==> src/hw/rtl/gwdf_pkg.sv <==
package gwdf_pkg;

   // Defaults for the top-level parameters
   localparam int unsigned MAX_WIDTH_DEFAULT  = 128;
   localparam int unsigned MAX_HEIGHT_DEFAULT = 64;
   localparam int unsigned REACH_DEFAULT      = 10;

   // Field widths
   localparam int unsigned DIST_W     = 4;
   localparam int unsigned COL_W      = 7;
   localparam int unsigned ROW_W      = 6;
   localparam int unsigned METRIC_W   = 2;
   localparam int unsigned GW_W       = 8;
   localparam int unsigned GH_W       = 7;
   localparam int unsigned CSR_ADDR_W = 4;
   localparam int unsigned CSR_DATA_W = 32;
   localparam int unsigned REQ_DATA_W = 16;
   localparam int unsigned RSP_DATA_W = 8;

   typedef logic [DIST_W-1:0]   dist_type;
   typedef logic [COL_W-1:0]    col_type;
   typedef logic [ROW_W-1:0]    row_type;
   typedef logic [METRIC_W-1:0] metric_type;
   typedef logic [GW_W-1:0]     gw_type;
   typedef logic [GH_W-1:0]     gh_type;

   // Operation codes
   localparam logic OP_LOAD  = 1'b0;
   localparam logic OP_QUERY = 1'b1;

   // Metric codes; the unused code behaves as Euclidean
   localparam metric_type METRIC_EUCLID    = 2'd0;
   localparam metric_type METRIC_CHEBYSHEV = 2'd1;
   localparam metric_type METRIC_MANHATTAN = 2'd2;

   // Register indexes (word address bits)
   localparam logic [1:0] REG_METRIC      = 2'd0;
   localparam logic [1:0] REG_GRID_WIDTH  = 2'd1;
   localparam logic [1:0] REG_GRID_HEIGHT = 2'd2;

   localparam metric_type METRIC_RESET      = METRIC_EUCLID;
   localparam gw_type     GRID_WIDTH_RESET  = 8'd80;
   localparam gh_type     GRID_HEIGHT_RESET = 7'd45;

   // Tag that follows one window row down the scan pipeline
   typedef struct packed {
      logic     valid;
      logic     last;
      dist_type dy;
   } scan_tag_type;

   // Nearest blocked column of one window row
   typedef struct packed {
      scan_tag_type tag;
      logic         found;
      dist_type     dx;
   } probe_type;

endpackage

==> src/hw/rtl/gwdf_dist_unit.sv <==
module gwdf_dist_unit #(
   parameter int unsigned REACH = gwdf_pkg::REACH_DEFAULT
) (
   input  logic                  clock,
   input  logic                  start,
   input  gwdf_pkg::probe_type   probe,
   input  gwdf_pkg::metric_type  metric,
   output gwdf_pkg::dist_type    best
);

   localparam int unsigned SQ_W  = 2 * gwdf_pkg::DIST_W + 1;
   localparam int unsigned MAN_W = gwdf_pkg::DIST_W + 1;

   logic [SQ_W-1:0]    dx_w;
   logic [SQ_W-1:0]    dy_w;
   logic [SQ_W-1:0]    sq;
   logic [MAN_W-1:0]   man;
   gwdf_pkg::dist_type eu;
   gwdf_pkg::dist_type cell_dist;
   gwdf_pkg::dist_type best_in;
   gwdf_pkg::dist_type best_ff;

   always_comb begin
      dx_w = SQ_W'(probe.dx);
      dy_w = SQ_W'(probe.tag.dy);
      sq   = dx_w * dx_w + dy_w * dy_w;
      // Smallest r with r*r >= dx*dx + dy*dy, saturated at the reach
      eu   = gwdf_pkg::dist_type'(REACH);
      for (int r = int'(REACH); r >= 0; r--) begin
         if (SQ_W'(r * r) >= sq) begin
            eu = gwdf_pkg::dist_type'(r);
         end
      end
      man = MAN_W'(probe.dx) + MAN_W'(probe.tag.dy);
      unique case (metric)
         gwdf_pkg::METRIC_CHEBYSHEV: begin
            cell_dist = (probe.dx > probe.tag.dy) ? probe.dx : probe.tag.dy;
         end
         gwdf_pkg::METRIC_MANHATTAN: begin
            cell_dist = (man > MAN_W'(REACH)) ? gwdf_pkg::dist_type'(REACH)
                                              : man[gwdf_pkg::DIST_W-1:0];
         end
         default: begin
            cell_dist = eu;
         end
      endcase
      if (cell_dist > gwdf_pkg::dist_type'(REACH)) begin
         cell_dist = gwdf_pkg::dist_type'(REACH);
      end

      best_in = best_ff;
      if (start) begin
         best_in = gwdf_pkg::dist_type'(REACH);
      end else if (probe.tag.valid && probe.found && cell_dist < best_ff) begin
         best_in = cell_dist;
      end
   end

   always_ff @(posedge clock) begin
      best_ff <= best_in;
   end

   assign best = best_ff;

endmodule

==> config.mk <==
export PLATFORM = sky130hd
export DESIGN_NAME = gwdf_dist_unit
export DESIGN_NICKNAME = d
export VERILOG_FILES = /design/src/hw/rtl/gwdf_pkg.sv /design/src/hw/rtl/gwdf_dist_unit.sv
export SDC_FILE = /design/constraint.sdc
export NUM_CORES = 1
export LEC_CHECK = 0
export ABC_AREA = 0
export BUFFER_PORTS_ARGS = -buffer_cell sky130_fd_sc_hd__buf_2
export CELL_PAD_IN_SITES_DETAIL_PLACEMENT = 0
export CELL_PAD_IN_SITES_GLOBAL_PLACEMENT = 1
export CORE_MARGIN = 3
export CORE_UTILIZATION = 40
export CTS_CLUSTER_DIAMETER = 50
export DETAILED_ROUTE_END_ITERATION = 6
export PLACE_DENSITY_LB_ADDON = 0.1
export SLEW_MARGIN = 20
export SYNTH_ARGS = -nofsm -noshare
export SYNTH_HDL_FRONTEND = slang
export SYNTH_SLANG_ARGS = --single-unit
==> constraint.sdc <==
create_clock -name clock -period 5.4 [get_ports clock]
set_clock_uncertainty 0.1 [all_clocks]
set_input_delay 0.27 -clock clock [delete_from_list [all_inputs] [get_ports clock]]
set_output_delay 0.27 -clock clock [all_outputs]
set_load 0.1 [all_outputs]
==> impl_metrics.tcl <==
set metrics [dict create \
    dieArea_um2 5130 \
    cpLargestDelayFamily "adder cells" \
    antenna_found_initial 0 \
    synth_area_um2 1720 \
    tightest_slew_ns 0.483 \
    syn_avg_cell_area_um2 7.70 \
    power.clock.fraction_pct 7.4 \
    p_leak_uw 0.00116 \
    outcome "completed" \
    largest_reg_flops 4 \
    cts_buffers 3 \
    synth_fp_nets 280 \
    cp-end-kind "flop" \
    core_um2 4090 \
    hpwl_um 3630 \
    finish.instance_area_um2 2350 \
    wl_per_cell_um 13.1 \
    synth_ff_type "dfxtp_1" \
    fin_crit_ns 5.38 \
    switching_share_pct 47.9 \
    setup_tns_ns 0 \
    post-route-drc-count 0 \
    crit_buf_inv 6 \
    cp_slowest_cell "fa_1" \
    syn_to_final_growth_pct 36.1 \
    antenna_cells 0 \
    grt_pass1_wl_um 7800 \
    timing.final.crit_share_pct 99.6 \
    cts_tree "yes" \
    fin_ws_ns 0.0226 \
    synth_area_leaders "ha_1 21%, fa_1 14%, inv_1 8.1%" \
    ys_ff_latch 4 \
    fillers 418 \
    cellInternalPower_uw 461 \
    start_util_pct 42.2 \
    final_nets 340 \
    grt_pass1_vias 1788 \
    hold_viol 0 \
    num_rows 23 \
    drv_cap 0 \
    vias 1726 \
    relSlewSlack_pct 68.0 \
    yosys.area.top_type "ha_1" \
    die_h_um 71.7 \
    grt-ovfl-total 0 \
    viasPerCell 5.20 \
    drt-total-wl_um 4350 \
    yosysUniqueCellTypes 55 \
    pre_cts_slack_ns -0.365 \
    grt_max_degree 10 \
    clkLatencyLatePin_ns 0.23 \
    cts-hold-fix-buffers 0 \
    rsz0062_at_grt "true" \
    hold-worst-slack_ns 0.168 \
    peakVddDrop_mv 0.219 \
    cp.required_ns 5.41 \
    async_flop_share_pct 0 \
    drt_iter0_drc 84 \
    synth_warnings 0 \
    path_class "in2reg" \
    clkTransAtPathRegs_ns 0.03 \
    switching_power_uw 424 \
    critPathArrivalTime_ns 5.38 \
    fmax_ghz 0.186 \
    power_density_nw_per_um2 377 \
    crit_fanout 3 \
    ys_seq_area_share_pct 4.64 \
    h-tree-depth 1 \
    numPortBuffers 17 \
    yosysMostFrequentCell "inv_1" \
    die_width_um 71.7 \
    first_pass_iters 4 \
    total_power_uw 884 \
    setup_violations 0 \
    synth_edf_count 0 \
    pin_count 19 \
    placed_area_um2 2170 \
    pwr-share-seq_pct 4.6 \
    cpMostUsedCell "fa_1" \
    finalMaxSlewViolations 0 \
    grt_util_all_layers_pct 18.4 \
    cts_buffer_depth 2 \
    startpoint_type "input port" \
    syn_inst 224 \
    p_comb_share_pct 88.0 \
    ant_nets 0 \
    cts.sinks 4 \
    yosys.area.top_type_share_pct 21.0 \
    hold_class "in2reg" \
    yosys-top-cells-count "37 x inv_1, 29 x ha_1, 17 x nand2_1, 17 x nor2_1, 12 x fa_1" \
    cts_root_buffer "clkbuf_8" \
    gp_congestion 0.782 \
    cp_slowest_stage_delay_ns 0.49 \
    drive_gt1_share_pct 32.3 \
]
cells by family (layout without fill, tap and decap cells):
kind of cell,Yosys count,in the layout,share of synthesized area (%)
DFF,4,4,4.64
buffers and inverters,39,97,8.49
xor gates and xnor gates,9,9,5.01
AOI/OAI and AO/OA,57,57,23.8
and+or+nand+nor,72,72,21.8
muxes,2,2,1.23
adders and majority gates,41,41,35.0
power groups by stage:
stage | Combinational (uW) | Clock [uW] | Sequential, uW
after floorplan | 473 | 0 | 82.2
final | 779 | 65.1 | 40.5
after CTS | 753 | 65.7 | 40.1
after global routing | 867 | 68.8 | 40.8
after detailed placement | 705 | 0 | 40.4
after global placement | 706 | 0 | 40.3
final timing paths:
check | startpoint | endpoint | slack [ns] | cells after the start
min reg2reg | best[3] | best[3] | 0.43 | 1
min | start | best[2] | 0.17 | 2
max | probe[0] | best[1] | 0.02 | 26
max reg2reg | best[3] | best[3] | 3.47 | 8
routing by layer:
metal | wire length (um) | global-route usage [%]
met1 | 2090 | 24.9
met2 | 2130 | 32.0
met4 | 50 | 3.76
met5 | 0 | 0
met3 | 81 | 1.68
cell type report:
type,count,area [um^2],share of cell area (%)
Sequential cell,4,80.1,3.41
Inverter,37,139,5.92
Clock buffer,3,41.3,1.76
Multi-Input combinational cell,181,1600,68.0
Tap cell,50,62.6,2.67
Timing Repair Buffer,57,428,18.2
metrics by stage:
| stage | util [%] | cells |
|---|---|---|
| floorplan | - | 224 |
| global placement | 53.1 | 324 |
| detailed placement | 53.1 | 324 |
| CTS | 56.3 | 331 |
| global route | 57.4 | 332 |
| finish | 57.4 | 332 |
placed cells by master, fill, tap and decap left out, drive strengths merged, types with 2 or more instances in the layout:
master | synthesis | layout
nor3b | 2 | 2
nor2b | 2 | 2
nand2 | 17 | 17
o31a | 2 | 2
xor2 | 6 | 6
nor3 | 6 | 6
dfxtp | 4 | 4
ha | 29 | 29
a211o | 5 | 5
or3 | 2 | 2
and2 | 5 | 5
xnor2 | 3 | 3
inv | 37 | 37
fa | 12 | 12
a21o | 3 | 3
nor2 | 17 | 17
a211oi | 2 | 2
clkbuf | 2 | 3
o21ai | 12 | 12
buf | 0 | 57
nand3 | 11 | 11
a31oi | 4 | 4
nand2b | 2 | 2
a21oi | 13 | 13
o21a | 3 | 3
repair_timing:
action                                  in CTS  in global routing
buffers inserted                             4                  1
pin swaps                                   14                  5
gates resized for setup                     14                 10
endpoints found under the setup margin       4                  4
Power figures use the tool's default switching activity.
