**src/hw/rtl/gwdf_pkg.sv**
```systemverilog
package gwdf_pkg;

   // Defaults for the top-level parameters
   localparam int unsigned MAX_WIDTH_DEFAULT  = 128;
   localparam int unsigned MAX_HEIGHT_DEFAULT = 64;
   localparam int unsigned REACH_DEFAULT      = 10;

   // Field widths
   localparam int unsigned DIST_W     = 4;
   localparam int unsigned COL_W      = 7;
   localparam int unsigned ROW_W      = 6;
   localparam int unsigned METRIC_W   = 2;
   localparam int unsigned GW_W       = 8;
   localparam int unsigned GH_W       = 7;
   localparam int unsigned CSR_ADDR_W = 4;
   localparam int unsigned CSR_DATA_W = 32;
   localparam int unsigned REQ_DATA_W = 16;
   localparam int unsigned RSP_DATA_W = 8;

   typedef logic [DIST_W-1:0]   dist_type;
   typedef logic [COL_W-1:0]    col_type;
   typedef logic [ROW_W-1:0]    row_type;
   typedef logic [METRIC_W-1:0] metric_type;
   typedef logic [GW_W-1:0]     gw_type;
   typedef logic [GH_W-1:0]     gh_type;

   // Operation codes
   localparam logic OP_LOAD  = 1'b0;
   localparam logic OP_QUERY = 1'b1;

   // Metric codes; the unused code behaves as Euclidean
   localparam metric_type METRIC_EUCLID    = 2'd0;
   localparam metric_type METRIC_CHEBYSHEV = 2'd1;
   localparam metric_type METRIC_MANHATTAN = 2'd2;

   // Register indexes (word address bits)
   localparam logic [1:0] REG_METRIC      = 2'd0;
   localparam logic [1:0] REG_GRID_WIDTH  = 2'd1;
   localparam logic [1:0] REG_GRID_HEIGHT = 2'd2;

   localparam metric_type METRIC_RESET      = METRIC_EUCLID;
   localparam gw_type     GRID_WIDTH_RESET  = 8'd80;
   localparam gh_type     GRID_HEIGHT_RESET = 7'd45;

   // Tag that follows one window row down the scan pipeline
   typedef struct packed {
      logic     valid;
      logic     last;
      dist_type dy;
   } scan_tag_type;

   // Nearest blocked column of one window row
   typedef struct packed {
      scan_tag_type tag;
      logic         found;
      dist_type     dx;
   } probe_type;

endpackage

```
**src/hw/rtl/gwdf_seq.sv**
```systemverilog
module gwdf_seq #(
   parameter int unsigned MAX_WIDTH  = gwdf_pkg::MAX_WIDTH_DEFAULT,
   parameter int unsigned MAX_HEIGHT = gwdf_pkg::MAX_HEIGHT_DEFAULT,
   parameter int unsigned REACH      = gwdf_pkg::REACH_DEFAULT,
   localparam int unsigned XW = (MAX_WIDTH > 1) ? $clog2(MAX_WIDTH) : 1,
   localparam int unsigned YW = (MAX_HEIGHT > 1) ? $clog2(MAX_HEIGHT) : 1
) (
   input  logic                   clock,
   input  logic                   reset,
   input  logic                   req_valid,
   output logic                   req_ready,
   input  logic                   req_op,
   input  gwdf_pkg::col_type      req_col,
   input  gwdf_pkg::row_type      req_row,
   input  logic                   req_blocked,
   input  gwdf_pkg::gw_type       w_eff,
   input  gwdf_pkg::gh_type       h_eff,
   output logic                   wr_en,
   output logic                   wr_clear,
   output logic [YW-1:0]          wr_row,
   output logic [XW-1:0]          wr_col,
   output logic                   wr_bit,
   output logic                   rd_en,
   output logic [YW-1:0]          rd_row,
   output gwdf_pkg::scan_tag_type scan_tag,
   output gwdf_pkg::col_type      scan_col,
   input  gwdf_pkg::probe_type    probe,
   input  gwdf_pkg::dist_type     best,
   output logic                   dist_start,
   output logic                   rsp_valid,
   input  logic                   rsp_ready,
   output gwdf_pkg::dist_type     rsp_distance,
   output logic                   rsp_out_of_range
);

   localparam int unsigned YCW   = (YW > 7) ? YW : 7;
   localparam int unsigned POS_W = (XW > 8) ? XW : 8;

   typedef enum logic [4:0] {
      ST_CLEAR = 5'b00001,
      ST_IDLE  = 5'b00010,
      ST_SCAN  = 5'b00100,
      ST_DRAIN = 5'b01000,
      ST_RESP  = 5'b10000
   } state_type;

   state_type              state_ff, state_in;
   logic [YW-1:0]          clr_ff, clr_in;
   gwdf_pkg::col_type      col_ff, col_in;
   gwdf_pkg::row_type      row_ff, row_in;
   logic [YCW-1:0]         y_ff, y_in;
   logic [YCW-1:0]         y_end_ff, y_end_in;
   logic                   oor_ff, oor_in;
   gwdf_pkg::scan_tag_type tag_ff, tag_in;
   logic                   rsp_valid_ff, rsp_valid_in;
   gwdf_pkg::dist_type     rsp_dist_ff, rsp_dist_in;
   logic                   rsp_oor_ff, rsp_oor_in;

   logic                   in_grid;
   logic [YCW-1:0]         row_ext;
   logic [POS_W-1:0]       col_ext;
   logic [YCW-1:0]         row_reach;
   logic [YCW-1:0]         h_last;
   logic [YCW-1:0]         y_first;
   logic [YCW-1:0]         y_last;
   logic [YCW-1:0]         row_ff_ext;
   logic [YCW-1:0]         dy_full;

   always_comb begin
      in_grid    = (gwdf_pkg::gw_type'(req_col) < w_eff) &&
                   (gwdf_pkg::gh_type'(req_row) < h_eff);
      row_ext    = YCW'(req_row);
      col_ext    = POS_W'(req_col);
      row_reach  = row_ext + YCW'(REACH);
      h_last     = YCW'(h_eff) - YCW'(1);
      y_first    = (row_ext > YCW'(REACH)) ? row_ext - YCW'(REACH) : '0;
      y_last     = (row_reach < h_last) ? row_reach : h_last;
      row_ff_ext = YCW'(row_ff);
      dy_full    = (y_ff >= row_ff_ext) ? y_ff - row_ff_ext : row_ff_ext - y_ff;

      state_in     = state_ff;
      clr_in       = clr_ff;
      col_in       = col_ff;
      row_in       = row_ff;
      y_in         = y_ff;
      y_end_in     = y_end_ff;
      oor_in       = oor_ff;
      tag_in       = '0;
      wr_en        = 1'b0;
      wr_clear     = 1'b0;
      wr_row       = row_ext[YW-1:0];
      wr_col       = col_ext[XW-1:0];
      wr_bit       = req_blocked;
      rd_en        = 1'b0;
      dist_start   = 1'b0;
      rsp_valid_in = rsp_valid_ff && !rsp_ready;
      rsp_dist_in  = rsp_dist_ff;
      rsp_oor_in   = rsp_oor_ff;

      unique case (state_ff)
         ST_CLEAR: begin
            wr_en    = 1'b1;
            wr_clear = 1'b1;
            wr_row   = clr_ff;
            clr_in   = clr_ff + YW'(1);
            if (clr_ff == YW'(MAX_HEIGHT - 1)) begin
               state_in = ST_IDLE;
            end
         end
         ST_IDLE: begin
            if (req_valid) begin
               if (req_op == gwdf_pkg::OP_LOAD) begin
                  wr_en = in_grid;
               end else if (in_grid) begin
                  col_in     = req_col;
                  row_in     = req_row;
                  y_in       = y_first;
                  y_end_in   = y_last;
                  oor_in     = 1'b0;
                  dist_start = 1'b1;
                  state_in   = ST_SCAN;
               end else begin
                  oor_in   = 1'b1;
                  state_in = ST_RESP;
               end
            end
         end
         ST_SCAN: begin
            rd_en        = 1'b1;
            tag_in.valid = 1'b1;
            tag_in.last  = (y_ff == y_end_ff);
            tag_in.dy    = dy_full[gwdf_pkg::DIST_W-1:0];
            y_in         = y_ff + YCW'(1);
            if (y_ff == y_end_ff) begin
               state_in = ST_DRAIN;
            end
         end
         ST_DRAIN: begin
            if (probe.tag.valid && probe.tag.last) begin
               state_in = ST_RESP;
            end
         end
         ST_RESP: begin
            if (!rsp_valid_ff || rsp_ready) begin
               rsp_valid_in = 1'b1;
               rsp_dist_in  = oor_ff ? gwdf_pkg::dist_type'(REACH) : best;
               rsp_oor_in   = oor_ff;
               state_in     = ST_IDLE;
            end
         end
         default: begin
            state_in = ST_IDLE;
         end
      endcase
   end

   assign rd_row = y_ff[YW-1:0];

   always_ff @(posedge clock) begin
      if (reset) begin
         state_ff     <= ST_CLEAR;
         clr_ff       <= '0;
         tag_ff       <= '0;
         rsp_valid_ff <= 1'b0;
      end else begin
         state_ff     <= state_in;
         clr_ff       <= clr_in;
         tag_ff       <= tag_in;
         rsp_valid_ff <= rsp_valid_in;
      end
   end

   always_ff @(posedge clock) begin
      col_ff      <= col_in;
      row_ff      <= row_in;
      y_ff        <= y_in;
      y_end_ff    <= y_end_in;
      oor_ff      <= oor_in;
      rsp_dist_ff <= rsp_dist_in;
      rsp_oor_ff  <= rsp_oor_in;
   end

   assign req_ready        = (state_ff == ST_IDLE);
   assign scan_tag         = tag_ff;
   assign scan_col         = col_ff;
   assign rsp_valid        = rsp_valid_ff;
   assign rsp_distance     = rsp_dist_ff;
   assign rsp_out_of_range = rsp_oor_ff;

`ifndef SYNTH
   a_tag_from_scan: assert property (@(posedge clock) disable iff (reset)
      tag_ff.valid |-> $past(state_ff == ST_SCAN))
      else $error("row tag without a scan cycle");

   a_no_write_in_query: assert property (@(posedge clock) disable iff (reset)
      (state_ff == ST_SCAN || state_ff == ST_DRAIN) |-> !wr_en)
      else $error("grid write while a query is in flight");

   a_window_bound: assert property (@(posedge clock) disable iff (reset)
      (state_ff == ST_SCAN) |-> (y_ff <= y_end_ff))
      else $error("scan row past window end");

   a_idle_drained: assert property (@(posedge clock) disable iff (reset)
      (state_ff == ST_IDLE) |-> (!tag_ff.valid && !probe.tag.valid))
      else $error("scan pipeline not empty in idle");
`endif

endmodule

```
**config.mk**
```make
export PLATFORM = sky130hd
export DESIGN_NAME = gwdf_seq
export DESIGN_NICKNAME = d
export VERILOG_FILES = /design/src/hw/rtl/gwdf_pkg.sv /design/src/hw/rtl/gwdf_seq.sv
export SDC_FILE = /design/constraint.sdc
export NUM_CORES = 1
export LEC_CHECK = 0
export BUFFER_PORTS_ARGS = -buffer_cell sky130_fd_sc_hd__clkbuf_2
export CAP_MARGIN = 20
export CORE_MARGIN = 2
export CORE_UTILIZATION = 30
export CTS_CLUSTER_DIAMETER = 30
export DETAILED_ROUTE_END_ITERATION = 8
export GPL_ROUTABILITY_DRIVEN = 0
export HOLD_SLACK_MARGIN = 0.02
export PLACE_DENSITY = 0.53
export SETUP_SLACK_MARGIN = 0.2
export SKIP_CTS_REPAIR_TIMING = 1
export SLEW_MARGIN = 20
export SYNTH_ARGS = -nofsm -noshare
export SYNTH_HDL_FRONTEND = slang
export SYNTH_SLANG_ARGS = --single-unit
```
**constraint.sdc**
```tcl
create_clock -name clock -period 3.9 [get_ports clock]
set_input_delay 0.975 -clock clock [delete_from_list [all_inputs] [get_ports clock]]
set_output_delay 0.975 -clock clock [all_outputs]
set_load 0.02 [all_outputs]
```
==> qor.txt, run 1 <==
CP max stage delay - 0.32 ns
post-layout util - 0.360
initial antenna violation count - 0
Final ANT Viol Nets - 0
final setup fails - 0
worst slew pin tran - 0.503 ns
WP data required - 2.92 ns
boundary pin count - 93
maximum root-to-sink buffer count - 2
largest net degree at the start of global routing - 21
share of cells above drive strength 1 - 0.267
total chip power - 1630 µW
commonest non-fill, non-tap cell in the layout - clkbuf_2
Post-synth top flop - edfxtp_1
Vias/cell - 4.60
type of the worst setup path - input pin to output port
DR vias - 2,505
final worst slack - 0.433 ns
#FFs+latches synth - 51
multi-input logic area - 0.00164 mm²
final hold violation count - 0
Overall Global Routing Usage - 0.131
leakage - 0.00174 µW
WP data arrival - 2.49 ns
count of different cell masters after synthesis - 48
worst vdd ir - 0.000300 V
synth-to-layout area growth - 18.3%
CTS buffer count - 5
Pwr Density - 425 mW/mm²
HP Class - flop to flop
commonest non-fill, non-tap cells in the layout - clkbuf_2 (81), inv_1 (34), nand2_1 (33), edfxtp_1 (33), ha_1 (31)
fill cell count - 1,110
core area - 0.0107 mm²
TritonCTS Sinks - 51
detailed-placement wirelength estimate - 5640 µm
site row count - 38
port bufs - 81
crit path from - req_row[1]
CTS H-tree depth - 2
CTS clk-pin slew, worst paths - 0.09 ns
DIE HEIGHT - 108 µm
startpoint types - input pin
setup TNS - 0 ns
max frequency - 288 MHz
grt ovf - 0
syn_area_per_cell - 9.82 µm²
Max Cap Violations - 0
hold_ws - 0.498 ns
die width - 108 µm
diode count - 0
Post-synth EDFFs - 33
number of global-route vias before repair - 2,497
die footprint - 0.0117 mm²
hold wc startpoint - clr_ff[1]
worst skew pair latency - 0.31 ns
cell area after synthesis - 0.00325 mm²
Critical Path End Type - output port
Critical Path, Cell by Cell - clkbuf_2, ha_1, a21o_1, a211oi_2, o211ai_2, buf_4, nor2_1, clkbuf_2
sequential fraction of the synthesis area - 0.416
max-slew violation count - 0
TritonCTS clock tree - done
Reg area - 0.00135 mm²
DRT Pass-1 Iters - 4
RSZ-0062 raised after global routing - no
root buf cell - clkbuf_8
Crit-path slowest cell - ha_1
global-route wire length before repair - 11,900 µm
post-layout net count - 485
launching point of the worst reg2reg path - y_ff[2]
status - complete, no violations
minimum clock period - 3.47 ns
final period utilization - 0.889
ys async rst share - 0
Routed WL - 7210 µm
syn nets - 413
wire per inst - 13.3 µm
CP dominant cell by count - clkbuf_2
Clock Skew - 0.00787 ns
Initial Util - 0.304
Relative slew margins - 0.664
Cells after Synth - 331
maximum fanout along the worst path - 9
pre-CTS setup slack - 0.401 ns
Initial DRC Count - 115
YS warnings - 0
DRC - 0
## sequential cells by signal, summed over array words and instances (netlist names), 4 cells and up
name          count
clr_ff            6
row_ff            6
rsp_distance      4
scan_col          7
scan_tag          6
state_ff          5
y_end_ff          7
y_ff              7
## power breakdown
part           internal [µW]  switching [µW]  leakage, µW
Clock                    168             190    0.0000530
Combinational            220             381      0.00124
Sequential               626            48.9     0.000444
Total                   1010             620      0.00174
## cell families (layout without fill, tap and decap cells)
group,Yosys count,count (layout),synth area share
simple gates,103,103,0.160
buf+inv,55,128,0.0801
compound gates,51,51,0.105
flops,51,51,0.416
fa+ha+maj,33,33,0.132
xor+xnor,27,27,0.0727
mux,11,11,0.0346
## final cells by class
cell class | instances | share of cell area
clock buffer | 6 | 0.0244
clock inverter | 2 | 0.00423
inverter | 34 | 0.0332
multi-input combinational | 225 | 0.426
sequential | 51 | 0.351
tap | 140 | 0.0455
timing repair buffer | 86 | 0.115
## path summary, 6_finish.rpt
path,end,slack (ns),cells past startpoint
max,dist_start,0.43,8
max reg2reg,scan_tag[2],1.61,8
min,clr_ff[1],0.50,2
min reg2reg,clr_ff[1],0.50,2
## metal layers
| layer | track usage | routed length, µm | vias to the layer above |
|---|---|---|---|
| li1 | - | - | 1283 |
| met4 | 0.0330 | 97 | 0 |
| met3 | 0.0416 | 518 | 7 |
| met5 | 0 | 0 | - |
| met2 | 0.217 | 3360 | 72 |
| met1 | 0.166 | 3240 | 1143 |
## critical path, delay by kind of cell
| family | cells | cell delay [ns] |
|---|---|---|
| and+or+nand+nor | 1 | 0.10 |
| AOI/OAI and AO/OA | 3 | 0.56 |
| buffers and inverters | 3 | 0.53 |
| adders and majority gates | 1 | 0.32 |
## synthesized netlist by cell type (2+ instances only)
cell	n	area, µm²
a211oi_1	2	15.0
a211oi_2	2	25.0
a21o_1	5	37.5
a21oi_1	12	60.1
and3_1	2	12.5
buf_4	14	105
clkbuf_1	5	18.8
dfxtp_1	18	360
edfxtp_1	33	991
fa_1	2	40.0
ha_1	31	388
inv_1	34	128
mux2_2	2	22.5
mux2i_1	9	90.1
nand2_1	33	124
nand2b_1	5	31.3
nand3_1	15	75.1
nand3b_1	3	22.5
nand4_1	3	18.8
nand4b_1	2	17.5
nor2_1	18	67.6
nor2b_1	5	31.3
nor3_1	3	15.0
nor4_1	2	12.5
o211ai_1	3	22.5
o21ai_0	15	75.1
o22ai_1	2	12.5
o31ai_1	2	15.0
or2_2	4	25.0
or3_1	2	12.5
xnor2_1	12	105
xor2_1	15	131
## stage by stage
stage	std cells	cell area [µm²]
2_1_floorplan	331	3250
3_3_place_gp	536	3740
3_5_place_dp	536	3740
4_1_cts	544	3850
5_1_grt	544	3850
6_report	544	3850
(Power assumes the default switching activity.)
==> inputs of run 2 (changes only) <==
==> constraint.sdc (replaced) <==
create_clock -name clock -period 3.9 [get_ports clock]
set_input_delay 0.195 -clock clock [delete_from_list [all_inputs] [get_ports clock]]
set_output_delay 0.195 -clock clock [all_outputs]
set_load 0.02 [all_outputs]
==> qor.txt, run 2 (synthesis gave the netlist of run 1 again) <==
status - complete, no violations
leakage - 0.00171 µW (-1.3%)
Pwr Density - 420 mW/mm² (-1.1%)
number of global-route vias before repair - 2,494 (-0.12%)
max frequency - 437 MHz (+51%)
maximum fanout along the worst path - 8 (-1)
Initial Util - 0.304 (unchanged)
root buf cell - clkbuf_8
diode count - 0 (unchanged)
multi-input logic area - 0.00164 mm² (unchanged)
minimum clock period - 2.29 ns (-1.18 ns)
Final ANT Viol Nets - 0 (unchanged)
share of cells above drive strength 1 - 0.260 (-0.00733)
site row count - 38 (unchanged)
worst vdd ir - 0.000250 V (-17%)
die width - 108 µm (unchanged)
HP Class - input pin to flop
Clock Skew - 0.0151 ns (+0.00723 ns)
die footprint - 0.0117 mm² (unchanged)
Overall Global Routing Usage - 0.127 (-0.00368)
WP data required - 4.11 ns (+1.19 ns)
wire per inst - 13.4 µm (+0.84%)
core area - 0.0107 mm² (unchanged)
startpoint types - flop
worst slew pin tran - 0.651 ns (+0.148 ns)
global-route wire length before repair - 11,700 µm (-1.4%)
detailed-placement wirelength estimate - 5620 µm (-0.41%)
Routed WL - 7220 µm (about the same)
commonest non-fill, non-tap cell in the layout - clkbuf_2
Max Cap Violations - 0 (unchanged)
CTS buffer count - 5 (unchanged)
DR vias - 2,486 (-0.76%)
DRC - 0 (unchanged)
largest net degree at the start of global routing - 21 (unchanged)
fill cell count - 1,115 (+0.45%)
DIE HEIGHT - 108 µm (unchanged)
final hold violation count - 0 (unchanged)
TritonCTS clock tree - done
initial antenna violation count - 0 (unchanged)
grt ovf - 0 (unchanged)
RSZ-0062 raised after global routing - no
post-layout net count - 481 (-0.82%)
worst skew pair latency - 0.31 ns (about the same)
DRT Pass-1 Iters - 4 (unchanged)
Critical Path End Type - flop
total chip power - 1600 µW (-2.2%)
commonest non-fill, non-tap cells in the layout - clkbuf_2 (81), inv_1 (34), nand2_1 (33), edfxtp_1 (33), ha_1 (31)
boundary pin count - 93 (unchanged)
WP data arrival - 2.50 ns (about the same)
Reg area - 0.00135 mm² (unchanged)
synth-to-layout area growth - 17.0%
CTS clk-pin slew, worst paths - 0.11 ns (+0.02 ns)
port bufs - 81 (unchanged)
type of the worst setup path - flop to flop
maximum root-to-sink buffer count - 2 (unchanged)
final setup fails - 0 (unchanged)
Relative slew margins - 0.563 (-0.100)
Vias/cell - 4.60 (about the same)
max-slew violation count - 0 (unchanged)
final period utilization - 0.587 (-0.302)
TritonCTS Sinks - 51 (unchanged)
CTS H-tree depth - 2 (unchanged)
Initial DRC Count - 134 (+17%)
setup TNS - 0 ns (unchanged)
==> run 2: metrics by stage <==
stage	utilization	std cells	hold WS [ns]	cell area, µm²	worst slack, ns
after floorplan	-	331	0.294	3250	1.36
after global placement	0.346	532	0.390	3710	1.37
after detailed placement	0.346	532	0.390	3710	1.32
after CTS	0.356	540	0.0834	3800	1.48
after global routing	0.356	540	0.0816	3800	1.44
final	0.356	540	0.0928	3800	1.61
==> run 2: cell type report <==
class                           instances  area share
Multi-Input combinational cell        225       0.431
Sequential cell                        51       0.355
Timing Repair Buffer                   82       0.109
Tap cell                              140      0.0461
Inverter                               34      0.0336
Clock buffer                            5      0.0181
Clock inverter                          3     0.00757
==> run 2: per-layer routing <==
metal  vias up  GRT usage  share of wire
met5         -          0              0
met4         0     0.0302          0.010
met3         6     0.0313          0.049
met2        69      0.212           0.45
met1      1135      0.166           0.49
li1       1276          -              -
==> run 2: critical path: stages (launching register included) <==
cell	delay, ns
edfxtp_1	0.60
inv_1	0.15
ha_1	0.34
nand2_1	0.05
o21ai_0	0.22
a41oi_1	0.17
nand2_1	0.17
mux2_2	0.38
mux2i_1	0.12
==> run 2: path summary, 6_finish.rpt <==
check,cells past startpoint,endpoint,slack [ns],from
max,8,scan_tag[2],1.61,y_ff[1]
min,1,scan_col[3],0.09,req_col[3]
max reg2reg,8,scan_tag[2],1.61,y_ff[1]
min reg2reg,2,clr_ff[1],0.51,clr_ff[1]
==> run 2: where the power goes <==
| part | internal, µW | total (µW) | switching [µW] | leakage, µW |
|---|---|---|---|---|
| Sequential | 626 | 676 | 50.4 | 0.000444 |
| Combinational | 215 | 595 | 381 | 0.00122 |
| Clock | 133 | 326 | 193 | 0.0000502 |
